`config.mk`:
```
export PLATFORM = sky130hd
export DESIGN_NAME = rate_monotonic_task_scheduler
export DESIGN_NICKNAME = d
export VERILOG_FILES = /design/src/rtl/core/rmts_pkg.sv /design/src/rtl/core/rate_monotonic_task_scheduler.sv
export SDC_FILE = /design/constraint.sdc
export NUM_CORES = 2
export LEC_CHECK = 0
export BUFFER_PORTS_ARGS = -buffer_cell sky130_fd_sc_hd__clkbuf_2
export CORE_MARGIN = 4
export CORE_UTILIZATION = 42
export DETAILED_ROUTE_END_ITERATION = 10
export PLACE_DENSITY = 0.56
export SLEW_MARGIN = 20
export SYNTH_ARGS = -nofsm -noshare
export SYNTH_HDL_FRONTEND = slang
export SYNTH_SLANG_ARGS = --single-unit
```
`constraint.sdc`:
```
create_clock -name clk -period 10.45 [get_ports clk]
set_input_delay 1.5675 -clock clk [delete_from_list [all_inputs] [get_ports clk]]
set_output_delay 1.5675 -clock clk [all_outputs]
set_load 0.02 [all_outputs]
```
`src/rtl/core/rmts_pkg.sv`:
```
// shared constants, types and bound table for the rate-monotonic scheduler
`default_nettype none

package rmts_pkg;

  localparam int MAX_TASKS = 16;
  localparam int FRAC_BITS = 16;

  localparam int TIME_W = 16;
  localparam int IDX_W  = 4;
  localparam int CT_W   = 20;
  localparam int UTIL_W = 8 + FRAC_BITS;
  localparam int CNT_W  = $clog2(MAX_TASKS + 1);
  localparam int ADDR_W = (MAX_TASKS > 1) ? $clog2(MAX_TASKS) : 1;

  // dividend is burst shifted up by the fraction bits, padded to an even width
  localparam int DVD_W     = TIME_W + FRAC_BITS;
  localparam int DIV_STEPS = (DVD_W + 1) / 2;
  localparam int QUO_W     = 2 * DIV_STEPS;
  localparam int STEP_W    = (DIV_STEPS > 1) ? $clog2(DIV_STEPS) : 1;

  localparam int BOUND_SHL = (FRAC_BITS >= 16) ? FRAC_BITS - 16 : 0;
  localparam int BOUND_SHR = (FRAC_BITS >= 16) ? 0 : 16 - FRAC_BITS;

  typedef struct packed {
    logic [TIME_W-1:0] burst;
    logic [TIME_W-1:0] period;
    logic [TIME_W-1:0] deadline;
    logic [IDX_W-1:0]  index;
  } task_entry_t;

  // floor(n(2^(1/n)-1) * 2^16) for n = 0..64
  localparam logic [16:0] BOUND_Q16 [65] = '{
    17'd0,
    17'd65536, 17'd54291, 17'd51102, 17'd49599, 17'd48725, 17'd48154, 17'd47751, 17'd47452,
    17'd47221, 17'd47037, 17'd46887, 17'd46763, 17'd46658, 17'd46569, 17'd46492, 17'd46424,
    17'd46364, 17'd46312, 17'd46264, 17'd46222, 17'd46184, 17'd46149, 17'd46117, 17'd46088,
    17'd46061, 17'd46037, 17'd46014, 17'd45993, 17'd45973, 17'd45954, 17'd45937, 17'd45921,
    17'd45906, 17'd45892, 17'd45878, 17'd45866, 17'd45854, 17'd45842, 17'd45832, 17'd45821,
    17'd45812, 17'd45803, 17'd45794, 17'd45785, 17'd45777, 17'd45770, 17'd45762, 17'd45755,
    17'd45748, 17'd45742, 17'd45736, 17'd45730, 17'd45724, 17'd45718, 17'd45713, 17'd45708,
    17'd45703, 17'd45698, 17'd45693, 17'd45689, 17'd45685, 17'd45680, 17'd45676, 17'd45672
  };

  // liu-layland bound for n tasks at the working fraction width
  function automatic logic [UTIL_W-1:0] bound_for(input logic [CNT_W-1:0] n);
    logic [6:0]  idx;
    logic [47:0] wide;
    idx  = (32'(n) > 32'd64) ? 7'd64 : 7'(n);
    wide = (48'(BOUND_Q16[idx]) << BOUND_SHL) >> BOUND_SHR;
    return wide[UTIL_W-1:0];
  endfunction

endpackage

`default_nettype wire

```
`src/rtl/core/rate_monotonic_task_scheduler.sv`:
```
// rate-monotonic task scheduler with liu-layland schedulability test
//
// input channel (in_valid/in_ready): one task per transaction, carrying burst,
// period, deadline and a last-task mark. each stored task gets its arrival
// index. a stored task with a nonzero period is accepted, passed through the
// radix-4 utilization divider (two quotient bits per cycle) and accumulated;
// in_ready is high only while the block is idle.
// a task arriving when the store is full is dropped, but its mark still ends
// the set.
// after the marked task the store is sorted by period in place: each outer pass
// loads entry i, makes one read per compare on the task memory's single read
// port and writes entry i back. then one result transaction per stored task
// comes out in period order, the next one read only once the last is taken;
// a stalled result just holds in the output register until taken.
// after the final result of a set, the count and utilization sum clear.
// reset (rst_n low, synchronous) empties the set; the task memory is not
// cleared, since only entries written in the current set are ever read.
`default_nettype none

module rate_monotonic_task_scheduler (
  input  wire logic                        clk,
  input  wire logic                        rst_n,
  input  wire logic                        in_valid,
  output logic                             in_ready,
  input  wire logic [rmts_pkg::TIME_W-1:0] in_burst_time,
  input  wire logic [rmts_pkg::TIME_W-1:0] in_task_period,
  input  wire logic [rmts_pkg::TIME_W-1:0] in_task_deadline,
  input  wire logic                        in_last_task,
  output logic                             out_valid,
  input  wire logic                        out_ready,
  output logic [rmts_pkg::IDX_W-1:0]       out_task_index,
  output logic [rmts_pkg::CT_W-1:0]        out_completion_time,
  output logic [rmts_pkg::CT_W-1:0]        out_waiting_time,
  output logic                             out_deadline_missed,
  output logic [rmts_pkg::UTIL_W-1:0]      out_utilization,
  output logic                             out_schedulable,
  output logic                             out_last_result
);
  import rmts_pkg::*;

  typedef enum logic [3:0] {
    S_IDLE,
    S_DIV,
    S_ACC,
    S_SORT_LDI,
    S_SORT_GETI,
    S_SORT_RD,
    S_SORT_CMP,
    S_SORT_WB,
    S_OUT_RD,
    S_OUT_LD,
    S_OUT_HOLD
  } state_t;

  // restoring divide step: returns {quotient bit, new remainder}
  function automatic logic [TIME_W:0] div_step(input logic [TIME_W-1:0] rem,
                                               input logic              din,
                                               input logic [TIME_W-1:0] dvs);
    logic [TIME_W:0] sh;
    logic [TIME_W:0] diff;
    sh   = {rem, din};
    diff = sh - {1'b0, dvs};
    if (!diff[TIME_W]) begin
      return {1'b1, diff[TIME_W-1:0]};
    end
    return {1'b0, sh[TIME_W-1:0]};
  endfunction

  // task memory, one write and one registered read port
  task_entry_t mem [MAX_TASKS];
  task_entry_t rd_data_r;
  logic        mem_we;
  logic [ADDR_W-1:0] mem_wa;
  task_entry_t mem_wd;
  logic        mem_re;
  logic [ADDR_W-1:0] mem_ra;

  always_ff @(posedge clk) begin
    if (mem_we) begin
      mem[mem_wa] <= mem_wd;
    end
  end

  always_ff @(posedge clk) begin
    if (mem_re) begin
      rd_data_r <= mem[mem_ra];
    end
  end

  // control and datapath registers
  state_t              state_r, state_nxt;
  logic [CNT_W-1:0]    count_r, count_nxt;
  logic [UTIL_W-1:0]   sum_r, sum_nxt;
  logic [UTIL_W-1:0]   term_r, term_nxt;
  logic                sched_r, sched_nxt;
  logic                last_r, last_nxt;
  logic [TIME_W-1:0]   per_r, per_nxt;
  logic [QUO_W-1:0]    dvd_r, dvd_nxt;
  logic [QUO_W-1:0]    quo_r, quo_nxt;
  logic [TIME_W-1:0]   rem_r, rem_nxt;
  logic [STEP_W-1:0]   step_r, step_nxt;
  logic [CNT_W-1:0]    i_r, i_nxt;
  logic [CNT_W-1:0]    j_r, j_nxt;
  task_entry_t         cur_r, cur_nxt;
  logic [CT_W-1:0]     ct_r, ct_nxt;
  logic                out_valid_r, out_valid_nxt;
  logic [IDX_W-1:0]    out_idx_r, out_idx_nxt;
  logic [CT_W-1:0]     out_ct_r, out_ct_nxt;
  logic [CT_W-1:0]     out_wait_r, out_wait_nxt;
  logic                out_miss_r, out_miss_nxt;
  logic                out_last_r, out_last_nxt;

  logic [TIME_W:0]     st1, st2;
  logic [QUO_W-1:0]    quo_fin;
  logic [UTIL_W:0]     acc;
  logic [CT_W:0]       ct_sum;
  logic [CT_W-1:0]     ct_sat;
  logic                full;

  always_comb begin
    state_nxt     = state_r;
    count_nxt     = count_r;
    sum_nxt       = sum_r;
    term_nxt      = term_r;
    sched_nxt     = sched_r;
    last_nxt      = last_r;
    per_nxt       = per_r;
    dvd_nxt       = dvd_r;
    quo_nxt       = quo_r;
    rem_nxt       = rem_r;
    step_nxt      = step_r;
    i_nxt         = i_r;
    j_nxt         = j_r;
    cur_nxt       = cur_r;
    ct_nxt        = ct_r;
    out_valid_nxt = out_valid_r;
    out_idx_nxt   = out_idx_r;
    out_ct_nxt    = out_ct_r;
    out_wait_nxt  = out_wait_r;
    out_miss_nxt  = out_miss_r;
    out_last_nxt  = out_last_r;

    mem_we = 1'b0;
    mem_wa = '0;
    mem_wd = '0;
    mem_re = 1'b0;
    mem_ra = '0;

    full = (count_r == CNT_W'(MAX_TASKS));

    st1     = div_step(rem_r, dvd_r[QUO_W-1], per_r);
    st2     = div_step(st1[TIME_W-1:0], dvd_r[QUO_W-2], per_r);
    quo_fin = {quo_r[QUO_W-3:0], st1[TIME_W], st2[TIME_W]};

    acc = {1'b0, sum_r} + {1'b0, term_r};

    ct_sum = {1'b0, ct_r} + (CT_W+1)'(rd_data_r.burst);
    ct_sat = ct_sum[CT_W] ? '1 : ct_sum[CT_W-1:0];

    unique case (state_r)
      S_IDLE: begin
        if (in_valid) begin
          last_nxt = in_last_task;
          per_nxt  = in_task_period;
          dvd_nxt  = QUO_W'(in_burst_time) << FRAC_BITS;
          quo_nxt  = '0;
          rem_nxt  = '0;
          step_nxt = STEP_W'(DIV_STEPS - 1);
          if (full) begin
            // dropped task adds nothing
            term_nxt  = '0;
            state_nxt = S_ACC;
          end else begin
            mem_we    = 1'b1;
            mem_wa    = count_r[ADDR_W-1:0];
            mem_wd    = '{burst: in_burst_time, period: in_task_period,
                          deadline: in_task_deadline, index: IDX_W'(count_r)};
            count_nxt = count_r + CNT_W'(1);
            if (in_task_period == '0) begin
              term_nxt  = '1;
              state_nxt = S_ACC;
            end else begin
              state_nxt = S_DIV;
            end
          end
        end
      end

      S_DIV: begin
        rem_nxt = st2[TIME_W-1:0];
        dvd_nxt = dvd_r << 2;
        quo_nxt = quo_fin;
        if (step_r == '0) begin
          term_nxt  = (|quo_fin[QUO_W-1:UTIL_W]) ? '1 : quo_fin[UTIL_W-1:0];
          state_nxt = S_ACC;
        end else begin
          step_nxt = step_r - STEP_W'(1);
        end
      end

      S_ACC: begin
        sum_nxt   = acc[UTIL_W] ? '1 : acc[UTIL_W-1:0];
        sched_nxt = (sum_nxt <= bound_for(count_r));
        i_nxt     = '0;
        ct_nxt    = '0;
        if (!last_r) begin
          state_nxt = S_IDLE;
        end else if (count_r <= CNT_W'(1)) begin
          state_nxt = S_OUT_RD;
        end else begin
          state_nxt = S_SORT_LDI;
        end
      end

      S_SORT_LDI: begin
        mem_re    = 1'b1;
        mem_ra    = i_r[ADDR_W-1:0];
        state_nxt = S_SORT_GETI;
      end

      S_SORT_GETI: begin
        cur_nxt   = rd_data_r;
        j_nxt     = i_r + CNT_W'(1);
        state_nxt = S_SORT_RD;
      end

      S_SORT_RD: begin
        mem_re    = 1'b1;
        mem_ra    = j_r[ADDR_W-1:0];
        state_nxt = S_SORT_CMP;
      end

      S_SORT_CMP: begin
        // entry i lives in cur_r during its pass
        if (cur_r.period > rd_data_r.period) begin
          mem_we  = 1'b1;
          mem_wa  = j_r[ADDR_W-1:0];
          mem_wd  = cur_r;
          cur_nxt = rd_data_r;
        end
        if (j_r + CNT_W'(1) == count_r) begin
          state_nxt = S_SORT_WB;
        end else begin
          j_nxt     = j_r + CNT_W'(1);
          state_nxt = S_SORT_RD;
        end
      end

      S_SORT_WB: begin
        mem_we = 1'b1;
        mem_wa = i_r[ADDR_W-1:0];
        mem_wd = cur_r;
        if (i_r + CNT_W'(2) == count_r) begin
          i_nxt     = '0;
          state_nxt = S_OUT_RD;
        end else begin
          i_nxt     = i_r + CNT_W'(1);
          state_nxt = S_SORT_LDI;
        end
      end

      S_OUT_RD: begin
        mem_re    = 1'b1;
        mem_ra    = i_r[ADDR_W-1:0];
        state_nxt = S_OUT_LD;
      end

      S_OUT_LD: begin
        ct_nxt        = ct_sat;
        out_valid_nxt = 1'b1;
        out_idx_nxt   = rd_data_r.index;
        out_ct_nxt    = ct_sat;
        out_wait_nxt  = ct_sat - CT_W'(rd_data_r.burst);
        out_miss_nxt  = (ct_sat > CT_W'(rd_data_r.deadline));
        out_last_nxt  = (i_r + CNT_W'(1) == count_r);
        state_nxt     = S_OUT_HOLD;
      end

      S_OUT_HOLD: begin
        if (out_ready) begin
          out_valid_nxt = 1'b0;
          if (out_last_r) begin
            count_nxt = '0;
            sum_nxt   = '0;
            state_nxt = S_IDLE;
          end else begin
            i_nxt     = i_r + CNT_W'(1);
            state_nxt = S_OUT_RD;
          end
        end
      end

      default: begin
        state_nxt = S_IDLE;
      end
    endcase
  end

  always_ff @(posedge clk) begin
    if (!rst_n) begin
      state_r     <= S_IDLE;
      count_r     <= '0;
      sum_r       <= '0;
      out_valid_r <= 1'b0;
    end else begin
      state_r     <= state_nxt;
      count_r     <= count_nxt;
      sum_r       <= sum_nxt;
      out_valid_r <= out_valid_nxt;
    end
    term_r     <= term_nxt;
    sched_r    <= sched_nxt;
    last_r     <= last_nxt;
    per_r      <= per_nxt;
    dvd_r      <= dvd_nxt;
    quo_r      <= quo_nxt;
    rem_r      <= rem_nxt;
    step_r     <= step_nxt;
    i_r        <= i_nxt;
    j_r        <= j_nxt;
    cur_r      <= cur_nxt;
    ct_r       <= ct_nxt;
    out_idx_r  <= out_idx_nxt;
    out_ct_r   <= out_ct_nxt;
    out_wait_r <= out_wait_nxt;
    out_miss_r <= out_miss_nxt;
    out_last_r <= out_last_nxt;
  end

  assign in_ready            = (state_r == S_IDLE);
  assign out_valid           = out_valid_r;
  assign out_task_index      = out_idx_r;
  assign out_completion_time = out_ct_r;
  assign out_waiting_time    = out_wait_r;
  assign out_deadline_missed = out_miss_r;
  assign out_utilization     = sum_r;
  assign out_schedulable     = sched_r;
  assign out_last_result     = out_last_r;

endmodule

`default_nettype wire
```
==> impl_summary.log <==
INFO  metric status = finished clean
INFO  metric antenna_violating_nets_post_route = 0
INFO  metric cts_made_buffers = 120
INFO  metric start_util = 42.4%
INFO  metric maxSlewViolCount = 0
INFO  metric clock_tree.root_cell = clkbuf_16
INFO  metric async_reset_ff_share = 0%
INFO  metric drtIter0Drc = 2656
INFO  metric detail_route.wirelength = 135 mm
INFO  metric die_height = 359 um
INFO  metric report.final.hold_viol_count = 0
INFO  metric total_die_area = 0.129 sq mm
INFO  metric critPathBufInv = 4
INFO  metric detail_route.drc_violations = 0
INFO  metric hold_path_startpoint = rd_data_r[28]
INFO  metric timing.setup.critical_path_class = register to register
INFO  metric antenna_violations_before_repair = 8
INFO  metric worstReg2RegStart = dvd_r[31]
INFO  metric syn-instance-count = 4067
INFO  metric total_standard_cell_area_after_synthesis = 0.0517 sq mm
INFO  metric reg2regPathDepth = 24
INFO  metric worst_ir_drop_vdd = 302 uV
INFO  metric grt_pass1_wl = 203 mm
INFO  metric postCtsSetupBuffers = 0
INFO  metric tritoncts = built
INFO  metric yosysWarnings = 0
INFO  metric core_region_area = 0.122 sq mm
INFO  metric postPlaceCellArea = 0.0541 sq mm
INFO  metric number_of_distinct_library_cells_after_synthesis = 74
INFO  metric avgSynthCellArea = 12.7 sq um
INFO  metric final.fill_count = 10819
INFO  metric fin_nets = 4324
INFO  metric setup_failing_eps_final = 0
INFO  metric worstMarginPinSlew = 1.17 ns
INFO  metric wl_per_cell = 23.2 um
INFO  metric yosys_register_bits = 1154
INFO  metric worst_hold_path_type = register to register
INFO  metric setup.worst_path.end_class = register
INFO  metric holdPathStages = 0
INFO  metric fin_skew = 0.0669 ns
INFO  metric worst-endpoint-arrival = 6.91 ns
INFO  metric whs_endpoint = cur_r[28]
INFO  metric dpl.hpwl = 75.3 mm
INFO  metric route.detailed.vias_per_inst = 5.66
INFO  metric timing.setup.tns = 0 ns
INFO  metric stdcell_area = 0.0580 sq mm
INFO  metric cts.htree.levels = 3
INFO  metric cts_resized = 0
INFO  metric global_route_congestion_overflow_total = 0
INFO  metric slowest_stage_cell_on_the_critical_path = xor2_4
INFO  metric largest_net_degree_at_the_start_of_global_routing = 196
INFO  metric clk_transition_reported_paths = 0.06 ns
INFO  metric grt_setup_unrepaired = false
INFO  metric crit-reg2reg-capture = rem_r[5]
INFO  metric synthToLayoutAreaGrowth = 12.1%
INFO  metric synth_ff_type = edfxtp_1
INFO  metric timing.critical_path.required = 10.97 ns
INFO  metric detail_route.first_pass.iterations = 7
INFO  metric clock-sinks = 1154
INFO  metric die_w = 359 um
INFO  metric synth-edff-count = 1120
INFO  metric p_leak = 19.9 nW
INFO  metric mappedNetlistNets = 4274
INFO  metric post_cts_hold_buffer_count = 0
INFO  metric clkLatencyLatePin = 0.73 ns
INFO  metric final_period_minus_worst_setup_slack = 6.38 ns
INFO  metric achievable-frequency = 0.157 GHz
INFO  metric synth_seq_area_share = 66.4%
INFO  metric layout_cell_share_with_drive_strength_beyond_1 = 9.95%
INFO  metric slew_headroom = 22.3%
INFO  metric worst_setup_path_start_kind = register
INFO  metric crit_chain = inv_1, ha_1, inv_1, fa_1, a211oi_1, nor2_1, o22a_2, a2111oi_4, o31ai_4, xor2_4, mux2i_1, inv_1, fa_1, nor2b_1, o21ai_0, a21boi_0, o211ai_1, a31oi_1, a21oi_1, o21ai_0, xnor2_2, buf_4, o311ai_0, o21ai_1
INFO  metric worst-r2r-setup-slack = 4.07 ns
INFO  metric power.density_cell_area = 248 mW/mm^2
INFO  metric place_congestion = 0.846
INFO  metric max_cap_viol_count = 0
INFO  metric largest_stage_delay_on_the_critical_path = 0.58 ns
INFO  metric crit_path_frequent_cell = inv_1
INFO  metric port_buffers = 125
INFO  metric worst_path_dominant_cell_family = compound AO/OA/AOI/OAI gates
INFO  metric clockBufferDepth = 3
INFO  metric via_count_of_the_first_global_routing_pass = 31987
INFO  metric globalRouteTotalUtil = 20.4%
INFO  metric critical_path_peak_fanout = 33
INFO  metric timing.final.crit_share = 61.1%
INFO  metric dr_total_vias = 33106
INFO  metric std_cell_rows = 128
INFO  metric floorplan.io_pins = 126
-- power by group --
part / switching [mW] / total, mW / internal [mW]
clock network: 1.80 / 4.15 / 2.35
logic: 2.72 / 4.28 / 1.56
registers: 0.157 / 5.92 / 5.76
-- cell families after synthesis --
kind of cell,Yosys count,share of synthesized area (%)
compound gates,1069,14.2
xor+xnor,90,1.58
fa+ha+maj,154,3.80
buf+inv,383,2.82
flops,1154,66.4
mux,30,0.619
simple gates,1187,10.6
-- registers in the layout, summed over array words and instances, names as in the netlist, 16 cells and up --
name	flops
mem	832
out_utilization	24
rd_data_r	52
ct_r	20
cur_r	52
out_waiting_time	20
rem_r	16
per_r	16
term_r	24
out_completion_time	20
dvd_r	16
quo_r	30
-- synthesized netlist by cell type, types with 56 or more instances --
cell type	instances	area, sq um
nand2_1	639	2400
ha_1	149	1860
o21ai_0	115	576
a31oi_1	121	757
clkbuf_1	228	856
edfxtp_1	1120	33600
and2_1	213	1330
a21oi_1	205	1030
nor2_1	115	432
xnor2_1	58	508
a311oi_1	110	963
a211oi_1	277	2080
inv_1	132	495
a21o_1	56	420
-- metal layers --
layer  global-route usage (%)  routed length [um]  share of wire (%)
met5                        0                   0                  0
met4                     5.34                2970                2.2
met3                     2.48                7060                5.2
met2                     33.1               63900                 47
met1                     29.3               61500                 45
-- how the worst max path moves through the flow --
stage | startpoint | endpoint | slack (ns) | cells after the start
finish | dvd_r[31] | rem_r[5] | 4.07 | 24
global route | dvd_r[31] | rem_r[1] | 3.53 | 24
CTS | dvd_r[31] | rem_r[0] | 4.07 | 24
detailed placement | dvd_r[31] | rem_r[0] | 4.13 | 24
global placement | dvd_r[31] | rem_r[5] | 4.17 | 24
floorplan | in_valid | mem[3][0] | 2.97 | 6
-- cell type report --
type                       count  area [sq um]  share of cell area [%]
multi-input combinational   2530         16200                    27.9
clock inverter                71           672                    1.16
antenna                        2          5.00                 0.00863
inverter                     133           499                   0.861
clock buffer                 156          3180                    5.48
timing repair buffer         178          1090                    1.87
sequential                  1154         34300                    59.2
tap                         1625          2030                    3.51
-- stage by stage --
stage | std cells | worst slack (ns) | hold WS (ns) | util (%) | power (mW)
final | 5849 | 4.07 | 0.432 | 47.5 | 14.4
after global routing | 5847 | 3.53 | 0.448 | 47.5 | 15.2
after CTS | 5847 | 4.07 | 0.424 | 47.5 | 14.4
after detailed placement | 5620 | 4.13 | 0.436 | 44.3 | 10.3
after global placement | 5620 | 4.17 | 0.433 | 44.3 | 10.2
after floorplan | 4067 | 2.97 | 0.421 | - | 9.15
-- cell usage in the layout, fill, tap and decap left out, types with 23 or more instances in the layout --
cell	count
edfxtp_1	1120
nand2_1	639
a211oi_1	275
and2_1	211
a21oi_1	204
ha_1	149
inv_1	131
clkbuf_2	125
a31oi_1	121
clkbuf_16	121
o21ai_0	110
a311oi_1	110
nor2_1	102
xnor2_1	58
a21o_1	56
a22o_1	53
buf_4	48
nand3_1	44
dfxtp_1	34
clkbuf_1	33
xor2_1	30
nor2b_1	27
nor3_1	26
nand2b_1	26
clkinv_1	26
o21a_1	23
Power figures use the tool's default switching activity.
